$ cat src/rtl/lcdns_pkg.sv
// Package for the LCD nibble serializer.
// Holds operation codes, control-line constants and the transfer record type.
// No dependencies.
package lcdns_pkg;

	localparam logic [1:0] OP_WRITE_CHAR = 2'd0;
	localparam logic [1:0] OP_RAW_CMD    = 2'd1;
	localparam logic [1:0] OP_SET_CURSOR = 2'd2;

	localparam logic [6:0] ADDR_ROW0_END   = 7'h10;
	localparam logic [6:0] ADDR_ROW1_START = 7'h40;
	localparam logic [6:0] ADDR_ROW1_LAST  = 7'h4F;
	localparam logic [7:0] CMD_ROW1        = 8'hC0;
	localparam logic [7:0] CMD_SET_DDRAM   = 8'h80;
	localparam logic [4:0] COLUMN_LIMIT    = 5'd16;
	localparam logic [1:0] ROW_LIMIT       = 2'd2;

	localparam logic [3:0] CTL_DATA_EN_ON  = 4'hD;
	localparam logic [3:0] CTL_DATA_EN_OFF = 4'h9;
	localparam logic [3:0] CTL_CMD_EN_ON   = 4'hC;
	localparam logic [3:0] CTL_CMD_EN_OFF  = 4'h8;

	localparam logic [6:0] DEVICE_ADDRESS_RESET = 7'd39;
	localparam int         QUEUE_DEPTH_DEFAULT  = 4;

	typedef struct packed {
		logic       pre;
		logic       rs;
		logic [7:0] value;
	} xfer_t;

endpackage

$ cat src/rtl/lcdns_front.sv
// Front end: accepts requests, tracks the display address counter and
// classifies each request into a transfer record. Depends on lcdns_pkg.
module lcdns_front
	import lcdns_pkg::*;
(
	input  logic       clk,
	input  logic       arst_n,
	input  logic       push,
	input  logic [1:0] operation,
	input  logic [7:0] data_byte,
	input  logic [1:0] row,
	input  logic [4:0] column,
	input  logic       q_full,
	output logic       q_push,
	output xfer_t      q_data
);

	logic [6:0] addr_q;
	logic [6:0] addr_d;
	logic [6:0] addr_wrap;
	logic [6:0] addr_cur;
	logic       emit;
	logic       accept;

	assign accept    = push && !q_full;
	assign addr_wrap = ADDR_ROW1_START;

	always_comb begin
		addr_d        = addr_q;
		addr_cur      = addr_q;
		emit          = 1'b0;
		q_data.pre    = 1'b0;
		q_data.rs     = 1'b0;
		q_data.value  = data_byte;
		case (operation)
			OP_WRITE_CHAR: begin
				if (addr_q == ADDR_ROW0_END) begin
					addr_cur   = addr_wrap;
					q_data.pre = 1'b1;
				end
				q_data.rs = 1'b1;
				if (addr_cur <= ADDR_ROW1_LAST) begin
					emit   = 1'b1;
					addr_d = addr_cur + 7'd1;
				end
			end
			OP_RAW_CMD: begin
				emit = 1'b1;
			end
			OP_SET_CURSOR: begin
				if (row < ROW_LIMIT && column < COLUMN_LIMIT) begin
					emit         = 1'b1;
					addr_d       = {row[0], 2'b00, column[3:0]};
					q_data.value = CMD_SET_DDRAM | {1'b0, addr_d};
				end
			end
			default: begin
				emit = 1'b0;
			end
		endcase
	end

	assign q_push = accept && emit;

	always_ff @(posedge clk or negedge arst_n) begin
		if (!arst_n) begin
			addr_q <= '0;
		end else if (accept) begin
			addr_q <= addr_d;
		end
	end

endmodule

$ cat src/rtl/lcdns_queue.sv
// Short transfer queue between front and back ends.
// Depends on lcdns_pkg for the record type.
module lcdns_queue
	import lcdns_pkg::*;
#(
	parameter int DEPTH = QUEUE_DEPTH_DEFAULT
) (
	input  logic  clk,
	input  logic  arst_n,
	input  logic  push,
	input  xfer_t wdata,
	output logic  full,
	input  logic  pop,
	output xfer_t rdata,
	output logic  valid
);

	localparam int PW = (DEPTH > 1) ? $clog2(DEPTH) : 1;
	localparam int CW = $clog2(DEPTH + 1);
	localparam logic [PW-1:0] LAST_PTR = PW'(DEPTH - 1);
	localparam logic [CW-1:0] FULL_CNT = CW'(DEPTH);

	xfer_t         mem_q [DEPTH];
	logic [PW-1:0] wr_ptr_q;
	logic [PW-1:0] rd_ptr_q;
	logic [CW-1:0] count_q;
	logic          do_push;
	logic          do_pop;

	assign full    = (count_q == FULL_CNT);
	assign valid   = (count_q != '0);
	assign do_push = push && !full;
	assign do_pop  = pop && valid;
	assign rdata   = mem_q[rd_ptr_q];

	always_ff @(posedge clk) begin
		if (do_push) begin
			mem_q[wr_ptr_q] <= wdata;
		end
	end

	always_ff @(posedge clk or negedge arst_n) begin
		if (!arst_n) begin
			wr_ptr_q <= '0;
			rd_ptr_q <= '0;
			count_q  <= '0;
		end else begin
			if (do_push) begin
				wr_ptr_q <= (wr_ptr_q == LAST_PTR) ? '0 : wr_ptr_q + PW'(1);
			end
			if (do_pop) begin
				rd_ptr_q <= (rd_ptr_q == LAST_PTR) ? '0 : rd_ptr_q + PW'(1);
			end
			if (do_push && !do_pop) begin
				count_q <= count_q + CW'(1);
			end else if (do_pop && !do_push) begin
				count_q <= count_q - CW'(1);
			end
		end
	end

endmodule

$ cat src/rtl/lcdns_back.sv
// Back end: expands each transfer record into expander bytes, one per cycle
// while pop keeps up, into an output register. Depends on lcdns_pkg.
module lcdns_back
	import lcdns_pkg::*;
(
	input  logic       clk,
	input  logic       arst_n,
	input  logic       q_valid,
	input  xfer_t      q_data,
	output logic       q_pop,
	output logic       empty,
	input  logic       pop,
	output logic [7:0] expander_byte,
	output logic       end_of_transfer,
	output logic       last
);

	logic [2:0] phase_q;
	logic       out_valid_q;
	logic [7:0] byte_q;
	logic       eot_q;
	logic       last_q;
	logic       advance;
	logic       in_prefix;
	logic [7:0] value;
	logic       rs;
	logic       en;
	logic [3:0] nib;
	logic [3:0] ctl;
	logic       eot;
	logic       done;

	assign advance   = q_valid && (!out_valid_q || pop);
	assign in_prefix = q_data.pre && !phase_q[2];
	assign value     = in_prefix ? CMD_ROW1 : q_data.value;
	assign rs        = in_prefix ? 1'b0 : q_data.rs;
	assign en        = !phase_q[0];
	assign nib       = phase_q[1] ? value[3:0] : value[7:4];
	assign eot       = (phase_q[1:0] == 2'b11);
	assign done      = eot && (!q_data.pre || phase_q[2]);
	assign q_pop     = advance && done;

	always_comb begin
		case ({rs, en})
			2'b11:   ctl = CTL_DATA_EN_ON;
			2'b10:   ctl = CTL_DATA_EN_OFF;
			2'b01:   ctl = CTL_CMD_EN_ON;
			default: ctl = CTL_CMD_EN_OFF;
		endcase
	end

	always_ff @(posedge clk) begin
		if (advance) begin
			byte_q <= {nib, ctl};
			eot_q  <= eot;
			last_q <= done;
		end
	end

	always_ff @(posedge clk or negedge arst_n) begin
		if (!arst_n) begin
			phase_q     <= '0;
			out_valid_q <= 1'b0;
		end else begin
			if (advance) begin
				out_valid_q <= 1'b1;
				phase_q     <= done ? 3'd0 : phase_q + 3'd1;
			end else if (pop) begin
				out_valid_q <= 1'b0;
			end
		end
	end

	assign empty           = !out_valid_q;
	assign expander_byte   = byte_q;
	assign end_of_transfer = eot_q;
	assign last            = last_q;

endmodule

$ cat src/rtl/lcd_nibble_serializer_top.sv
// Top level of the LCD nibble serializer: front end, transfer queue, back end
// and the device address register. Depends on lcdns_pkg and all lcdns_ modules.
//
// Takes character, raw command and set-cursor requests and emits the 4-bit-mode
// expander byte stream for a 16x2 character LCD, one byte per clock while pop
// keeps up. A character or command yields 4 bytes; a character that wraps from
// row 0 to row 1 yields 8. Dropped characters and ignored cursor moves yield
// nothing. Requests are taken one per cycle until the QUEUE_DEPTH-entry transfer
// queue fills, so the sustained rate is set by the back end at one output byte
// per cycle while pop is held. device_address may only be written while idle.
module lcd_nibble_serializer_top
	import lcdns_pkg::*;
#(
	parameter int QUEUE_DEPTH = QUEUE_DEPTH_DEFAULT
) (
	input  logic       clk,
	input  logic       arst_n,
	input  logic       push,
	output logic       full,
	input  logic [1:0] operation,
	input  logic [7:0] data_byte,
	input  logic [1:0] row,
	input  logic [4:0] column,
	output logic       empty,
	input  logic       pop,
	output logic [7:0] expander_byte,
	output logic [7:0] bus_write_address,
	output logic       end_of_transfer,
	output logic       last,
	input  logic       cfg_valid,
	output logic       cfg_ready,
	input  logic [6:0] cfg_data
);

	logic [6:0] dev_addr_q;
	logic       q_push;
	xfer_t      q_wdata;
	logic       q_full;
	logic       q_pop;
	xfer_t      q_rdata;
	logic       q_valid;

	assign cfg_ready = 1'b1;

	always_ff @(posedge clk or negedge arst_n) begin
		if (!arst_n) begin
			dev_addr_q <= DEVICE_ADDRESS_RESET;
		end else if (cfg_valid && cfg_ready) begin
			dev_addr_q <= cfg_data;
		end
	end

	assign bus_write_address = {dev_addr_q, 1'b0};
	assign full              = q_full;

	lcdns_front u_front (
		.clk       (clk),
		.arst_n    (arst_n),
		.push      (push),
		.operation (operation),
		.data_byte (data_byte),
		.row       (row),
		.column    (column),
		.q_full    (q_full),
		.q_push    (q_push),
		.q_data    (q_wdata)
	);

	lcdns_queue #(
		.DEPTH (QUEUE_DEPTH)
	) u_queue (
		.clk    (clk),
		.arst_n (arst_n),
		.push   (q_push),
		.wdata  (q_wdata),
		.full   (q_full),
		.pop    (q_pop),
		.rdata  (q_rdata),
		.valid  (q_valid)
	);

	lcdns_back u_back (
		.clk             (clk),
		.arst_n          (arst_n),
		.q_valid         (q_valid),
		.q_data          (q_rdata),
		.q_pop           (q_pop),
		.empty           (empty),
		.pop             (pop),
		.expander_byte   (expander_byte),
		.end_of_transfer (end_of_transfer),
		.last            (last)
	);

endmodule

$ cat config.mk
export PLATFORM = sky130hd
export DESIGN_NAME = lcd_nibble_serializer_top
export DESIGN_NICKNAME = d
export VERILOG_FILES = /design/src/rtl/lcdns_pkg.sv /design/src/rtl/lcdns_front.sv /design/src/rtl/lcdns_queue.sv /design/src/rtl/lcdns_back.sv /design/src/rtl/lcd_nibble_serializer_top.sv
export SDC_FILE = /design/constraint.sdc
export NUM_CORES = 1
export LEC_CHECK = 0
export ABC_AREA = 0
export BUFFER_PORTS_ARGS = -buffer_cell sky130_fd_sc_hd__buf_2
export CORE_MARGIN = 8
export CORE_UTILIZATION = 50
export CTS_BUF_LIST = sky130_fd_sc_hd__clkbuf_2 sky130_fd_sc_hd__clkbuf_4 sky130_fd_sc_hd__clkbuf_8
export CTS_CLUSTER_SIZE = 20
export DETAILED_ROUTE_END_ITERATION = 8
export GPL_TIMING_DRIVEN = 0
export PLACE_DENSITY = 0.8
export SETUP_SLACK_MARGIN = 0.15
export SLEW_MARGIN = 10
export SYNTH_ARGS = -nofsm -noshare
export SYNTH_HDL_FRONTEND = slang
export SYNTH_SLANG_ARGS = --single-unit
$ cat constraint.sdc
create_clock -name clk -period 2.5 [get_ports clk]
set_input_delay 0.5 -clock clk [delete_from_list [all_inputs] [get_ports clk]]
set_output_delay 0.5 -clock clk [all_outputs]
set_load 0.01 [all_outputs]
==> results of run 1 <==
[report_power, final]
| part | switching (uW) | internal (uW) | leakage (uW) |
|---|---|---|---|
| registers | 162 | 1640 | 0.000733 |
| logic | 666 | 678 | 0.000801 |
| clock network | 435 | 458 | 0.0000893 |
[how the worst max path moves through the flow]
stage / slack [ns] / end / start / depth (start not counted)
6_report: 0.14 / u_queue.count_q[2]$_DFFE_PN0P_ / u_front.addr_q[0]$_DFFE_PN0P_ / 10
5_1_grt: 0.02 / u_queue.count_q[2]$_DFFE_PN0P_ / u_front.addr_q[0]$_DFFE_PN0P_ / 10
4_1_cts: 0.17 / u_queue.count_q[2]$_DFFE_PN0P_ / u_front.addr_q[0]$_DFFE_PN0P_ / 10
3_5_place_dp: -0.18 / u_queue.count_q[2]$_DFFE_PN0P_ / operation[0] / 10
3_3_place_gp: -0.10 / u_queue.count_q[2]$_DFFE_PN0P_ / operation[0] / 10
2_1_floorplan: 0.19 / u_queue.count_q[2]$_DFFE_PN0P_ / u_front.addr_q[0]$_DFFE_PN0P_ / 10
[state kept, by name (all words and copies together) (netlist names)]
signal and cells:
u_back.phase_q 3, u_back.last 1, u_queue.mem_q 40, u_queue.rd_ptr_q 2, u_back.expander_byte 6, u_back.out_valid_q 1, u_back.end_of_transfer 1, u_front.addr_q 7
u_queue.wr_ptr_q 2, dev_addr_q 7, u_queue.count_q 3
[area by class of cell]
type                       instances  area (um2)
clock buffer                       9         124
tap                               80         100
inverter                          13        48.8
buffer                            13        88.8
fill                             539        2660
clock inverter                     7        70.1
timing repair buffer              54         295
sequential                        73        2070
multi-input combinational        139        1190
[layout by cell type, fill, tap and decap left out, drive strengths merged, types with 2 or more instances in the layout]
cell type  instances
nand4              3
or2                4
nand2             16
nor3               3
or4                2
or3                3
inv               14
dfstp              4
a21oi              6
mux2              13
mux2i              4
ha                 9
clkbuf            13
and3               3
clkinvlp           3
o21ai              6
buf               63
mux4              10
a211o              3
nand3              4
nor2b              6
nand2b             6
clkinv             2
and2               6
nor2              12
dfrtp             21
xor2               2
conb               4
edfxtp            48
[worst register-to-register path, delay by kind of cell, from the launching register on]
kind                       cells  cell delay [ns]
DFF                            1             0.41
adders and majority gates      3             0.68
AOI/OAI and AO/OA              2             0.57
buffers and inverters          1             0.05
and+or+nand+nor                2             0.29
xor gates and xnor gates       2             0.30
[routing by layer]
layer	vias to the layer above	global-route usage
met3	9	0.0541
met2	63	0.211
met4	0	0.0480
li1	989	-
met1	986	0.166
met5	-	0
[repair_timing]
item / 4_1_cts / 5_1_grt
endpoints found under the setup margin: 7 / 22
buffers inserted: 5 / 5
pin swaps: 3 / 7
gates resized for setup: 3 / 4
[stage by stage]
stage | instance area [um2] | power (uW) | setup WS (ns) | hold WS, ns | utilization
2_1_floorplan | 3370 | 2720 | 0.190 | 0.204 | -
3_3_place_gp | 3690 | 3020 | -0.103 | 0.477 | 0.556
3_5_place_dp | 3690 | 3080 | -0.176 | 0.492 | 0.556
4_1_cts | 3940 | 4030 | 0.168 | 0.150 | 0.593
5_1_grt | 3990 | 4320 | 0.0225 | 0.183 | 0.600
6_report | 3990 | 4040 | 0.136 | 0.145 | 0.600
[logic make-up after synthesis]
kind of cell,after synthesis,synth area share
AOI/OAI and AO/OA,24,0.0574
buffers and inverters,26,0.0410
adders and majority gates,10,0.0395
and+or+nand+nor,71,0.113
muxes,27,0.123
xor gates and xnor gates,3,0.00782
DFF,73,0.617
other,2,0.00224
==> metrics.txt, run 1 <==
Final nets 342; yosys warns 0; cts bufs inserted 9; met1 WL 2790 um; met3 wire length 413 um; fin cells 388; critical path fanouts, max 4; H-tree levels 3; Final Max Slew Viols 0; synth unique cells 48; most frequent cell after synthesis edfxtp_1; Lkg Pwr 0.00162 uW; via count 2047; total gr overflow 0; DRC viols 0; top_reg_cell synth edfxtp_1; EDFF count, synth 48; Final Hold Vio Count 0; port bufs 44; CP bufs+invs 1; diode count 0; peak supply drop 0.413 mV; Seq/Total Area, Yosys 0.617; setup TNS 0 ns; hold_buf cts 0; FF-to-FF End u_queue.count_q[2]$_DFFE_PN0P_; Synth Instances 236; Top Metal Used met4; largest net degree at the start of global routing 26; initial drt markers 59; Arr. time, crit path 2.63 ns; PwrDens 1010 mW/mm2; die area 0.00960 mm2; area grow syn2layout 18.7%; R2R depth 10; post-synth top area share 0.429; gpl congestion 0.847; Clock Tree Buf Depth 2; crit end category register; CP max stage cell dfrtp_1; Top cell by count, worst path xor2_1; Boundary Pins 50; r2r startpoint u_front.addr_q[0]$_DFFE_PN0P_; Core Footprint 0.00664 mm2; TritonRoute pass-1 iters 4; Setup crit start kind register; Worst EP required 2.77 ns; # placed instances 362; gr usage total 0.136; row cnt 30; Crit Path Class register to register; CTS clk-pin slew, worst paths 0.08 ns; vias in the first global route 2116; initial antenna violation count 0; Top delay family on crit path adder cells; Fmax 0.423 GHz; worst min path class input pin to asynchronous set/reset pin; clock root cell clkbuf_8; Mapped Avg Cell Area 14.2 um2; #FFs+latches synth 73; layout cell share with drive strength beyond 1 0.409; Synth area leader edfxtp_1; HPWL after detailed placement 4350 um; WL met2 2870 um; Max Cap Viol 0; worst skew pair latency 0.34 ns; cells along the critical path ha_2 > and3b_1 > a211o_1 > a21oi_4 > ha_4 > inv_1 > fa_2 > xor2_1 > nor2_1 > xor2_1; die height 98.0 um; drt wl/cell 15.8 um; Worst-Margin Slew 0.576 ns; Post-synth top cells edfxtp_1, dfrtp_1, nand2_1; via/cell ratio 5.28; synth top area cells edfxtp_1, dfrtp_1, mux4_2; Clock Skew 0.00749 ns; Die X 98.0 um; Final setup viols 0; Sink Count 73; Final min period 2.36 ns; Reg2Reg Setup Slack 0.14 ns; Slew headroom 0.616; Async SR Flop Fraction 0.342; Antenna Nets Post-Route 0; mapped cell area 0.00336 mm2; Crit path largest cell delay 0.41 ns; RSZ-0062 raised after global routing yes; Initial Util 0.506; final wirelength 6150 um; status finished, final reports clean; final worst path period share 0.945; first-pass GRT wire length 10200 um; TritonCTS clock tree built
Note: power is estimated with default switching activity, not from simulation.
==> run 2, diff against run 1 <==
--- a/config.mk
+++ b/config.mk
@@ -7,13 +7,15 @@
 export LEC_CHECK = 0
 export ABC_AREA = 0
 export BUFFER_PORTS_ARGS = -buffer_cell sky130_fd_sc_hd__buf_2
+export CELL_PAD_IN_SITES_DETAIL_PLACEMENT = 2
+export CELL_PAD_IN_SITES_GLOBAL_PLACEMENT = 2
 export CORE_MARGIN = 8
-export CORE_UTILIZATION = 50
+export CORE_UTILIZATION = 37
 export CTS_BUF_LIST = sky130_fd_sc_hd__clkbuf_2 sky130_fd_sc_hd__clkbuf_4 sky130_fd_sc_hd__clkbuf_8
 export CTS_CLUSTER_SIZE = 20
 export DETAILED_ROUTE_END_ITERATION = 8
 export GPL_TIMING_DRIVEN = 0
-export PLACE_DENSITY = 0.8
+export PLACE_DENSITY = 0.84
 export SETUP_SLACK_MARGIN = 0.15
 export SLEW_MARGIN = 10
 export SYNTH_ARGS = -nofsm -noshare
==> metrics.txt, run 2 (synthesis results as in run 1) <==
status finished, final reports clean; total gr overflow 0 (unchanged); Slew headroom 0.552 (-0.0645); first-pass GRT wire length 14200 um (+40%); CTS clk-pin slew, worst paths 0.09 ns (about the same); Final min period 2.41 ns (+0.0493 ns); Core Footprint 0.00876 mm2 (+32%); register area 0.00207 mm2 (unchanged); final worst path period share 0.965 (+0.0197); fin cells 418 (+7.7%); commonest non-fill, non-tap cells in the layout edfxtp_1, buf_2, dfrtp_1; HPWL after detailed placement 6040 um (+39%); max FFs per register 40 (unchanged); Sink Count 73 (unchanged); port bufs 44 (unchanged); drt wl/cell 21.4 um (+35%); cts bufs inserted 9 (unchanged); DRC viols 0 (unchanged); area of the multi-input gates 0.00121 mm2 (+2.0%); gpl congestion 0.794 (-6.3%); largest net degree at the start of global routing 26 (unchanged); # placed instances 390 (+7.7%); Worst EP required 2.77 ns (about the same); met1 WL 3420 um (+22%); PwrDens 1100 mW/mm2 (+9.2%); die area 0.0124 mm2 (+29%); Reg with most FFs u_queue.mem_q; TritonCTS clock tree built; WL met2 5000 um (+74%); clock root cell clkbuf_8; Max Cap Viol 0 (unchanged); layout cell share with drive strength beyond 1 0.435 (+0.0264); worst min path class input pin to asynchronous set/reset pin; Clock Tree Buf Depth 2 (unchanged); Boundary Pins 50 (unchanged); hold_buf cts 0 (unchanged); TritonRoute pass-1 iters 4 (unchanged); most common cell after layout, fill and taps aside edfxtp_1; RSZ-0062 raised after global routing yes; crit end category register; placed standard-cell area 0.00373 mm2 (+0.95%); Final setup viols 0 (unchanged); vias in the first global route 2489 (+18%); Fmax 0.414 GHz (-2.0%); Crit Path Class register to register; Die X 111 um (+14%); Final Hold Vio Count 0 (unchanged); peak supply drop 0.449 mV (+8.6%); H-tree levels 3 (unchanged); initial drt markers 102 (+73%); die height 111 um (+14%); row cnt 34 (+13%); via/cell ratio 5.14 (-2.6%); Final Max Slew Viols 0 (unchanged); Top Registers u_queue.mem_q x40, dev_addr_q x7, u_front.addr_q x7; Top Metal Used met4; Initial Util 0.383 (-0.122); filler instances 879 (+63%); Setup crit start kind register; worst skew pair latency 0.35 ns (about the same); area grow syn2layout 23.1%; Lkg Pwr 0.00168 uW (+3.7%); via count 2149 (+5.0%); Final nets 344 (+0.58%); critical path fanouts, max 3 (-1); total power 4570 uW (+13%); Clock Skew 0.0146 ns (+0.00713 ns); Worst-Margin Slew 0.672 ns (+0.0967 ns); Arr. time, crit path 2.68 ns (+0.05 ns); final wirelength 8930 um (+45%); initial antenna violation count 0 (unchanged); diode count 0 (unchanged); met3 wire length 395 um (-4.4%); gr usage total 0.148 (+0.0124); Antenna Nets Post-Route 0 (unchanged); fin area 0.00414 mm2 (+3.7%)
-- run 2: through the flow --
stage | util | hold slack [ns] | setup TNS (ns) | setup WS [ns]
after CTS | 0.467 | 0.170 | 0 | 0.117
after global placement | 0.426 | 0.463 | -0.148 | -0.102
after global routing | 0.472 | 0.188 | -0.0153 | -0.0153
final | 0.472 | 0.166 | 0 | 0.0871
after floorplan | - | 0.204 | 0 | 0.190
after detailed placement | 0.426 | 0.497 | -0.375 | -0.253
-- run 2: cell type report --
cell class                      count  area share
Multi-Input combinational cell    139       0.293
Tap cell                          108      0.0327
Clock inverter                      7      0.0345
Buffer                             13      0.0215
Clock buffer                        9      0.0300
Sequential cell                    73       0.501
Inverter                           13      0.0118
Timing Repair Buffer               56      0.0750
-- run 2: final timing paths --
| kind | startpoint | end | slack, ns | cells past startpoint |
|---|---|---|---|---|
| max reg2reg | u_front.addr_q[0]$_DFFE_PN0P_ | u_queue.count_q[2]$_DFFE_PN0P_ | 0.09 | 10 |
| min in group clk | cfg_data[5] | dev_addr_q[5]$_DFFE_PN1P_ | 0.39 | 2 |
| min reg2reg | dev_addr_q[4]$_DFFE_PN0P_ | dev_addr_q[4]$_DFFE_PN0P_ | 0.51 | 1 |
| max in group asynchronous | arst_n | u_queue.rd_ptr_q[0]$_DFFE_PN0P_ | 1.88 | 1 |
| min | arst_n | u_front.addr_q[5]$_DFFE_PN0P_ | 0.17 | 1 |
| max | u_front.addr_q[0]$_DFFE_PN0P_ | u_queue.count_q[2]$_DFFE_PN0P_ | 0.09 | 10 |
-- run 2: per-layer routing --
| metal | global-route usage | vias up |
|---|---|---|
| met1 | 0.154 | 1099 |
| li1 | - | 993 |
| met2 | 0.282 | 46 |
| met3 | 0.0417 | 11 |
| met5 | 0 | - |
| met4 | 0.0373 | 0 |
-- run 2: power by group --
part	switching, uW	leakage (uW)	internal (uW)
Combinational	774	0.000817	723
Sequential	200	0.000733	1640
Clock	466	0.000133	766
Total	1440	0.00168	3130
-- run 2: critical path, stage by stage (launching register included) --
cell,delay (ns)
dfrtp_1,0.41
ha_2,0.21
and3b_1,0.19
a211o_1,0.31
a21oi_4,0.21
ha_4,0.16
inv_2,0.03
fa_2,0.33
xor2_1,0.16
nor2_1,0.16
xor2_1,0.15
-- run 2: timing repair --
action | 4_1_cts | 5_1_grt
pin swaps | 8 | 6
hold endpoints to repair | 0 | 0
gates resized for setup | 9 | 7
setup buffers | 9 | 3
setup endpoints to repair | 33 | 12
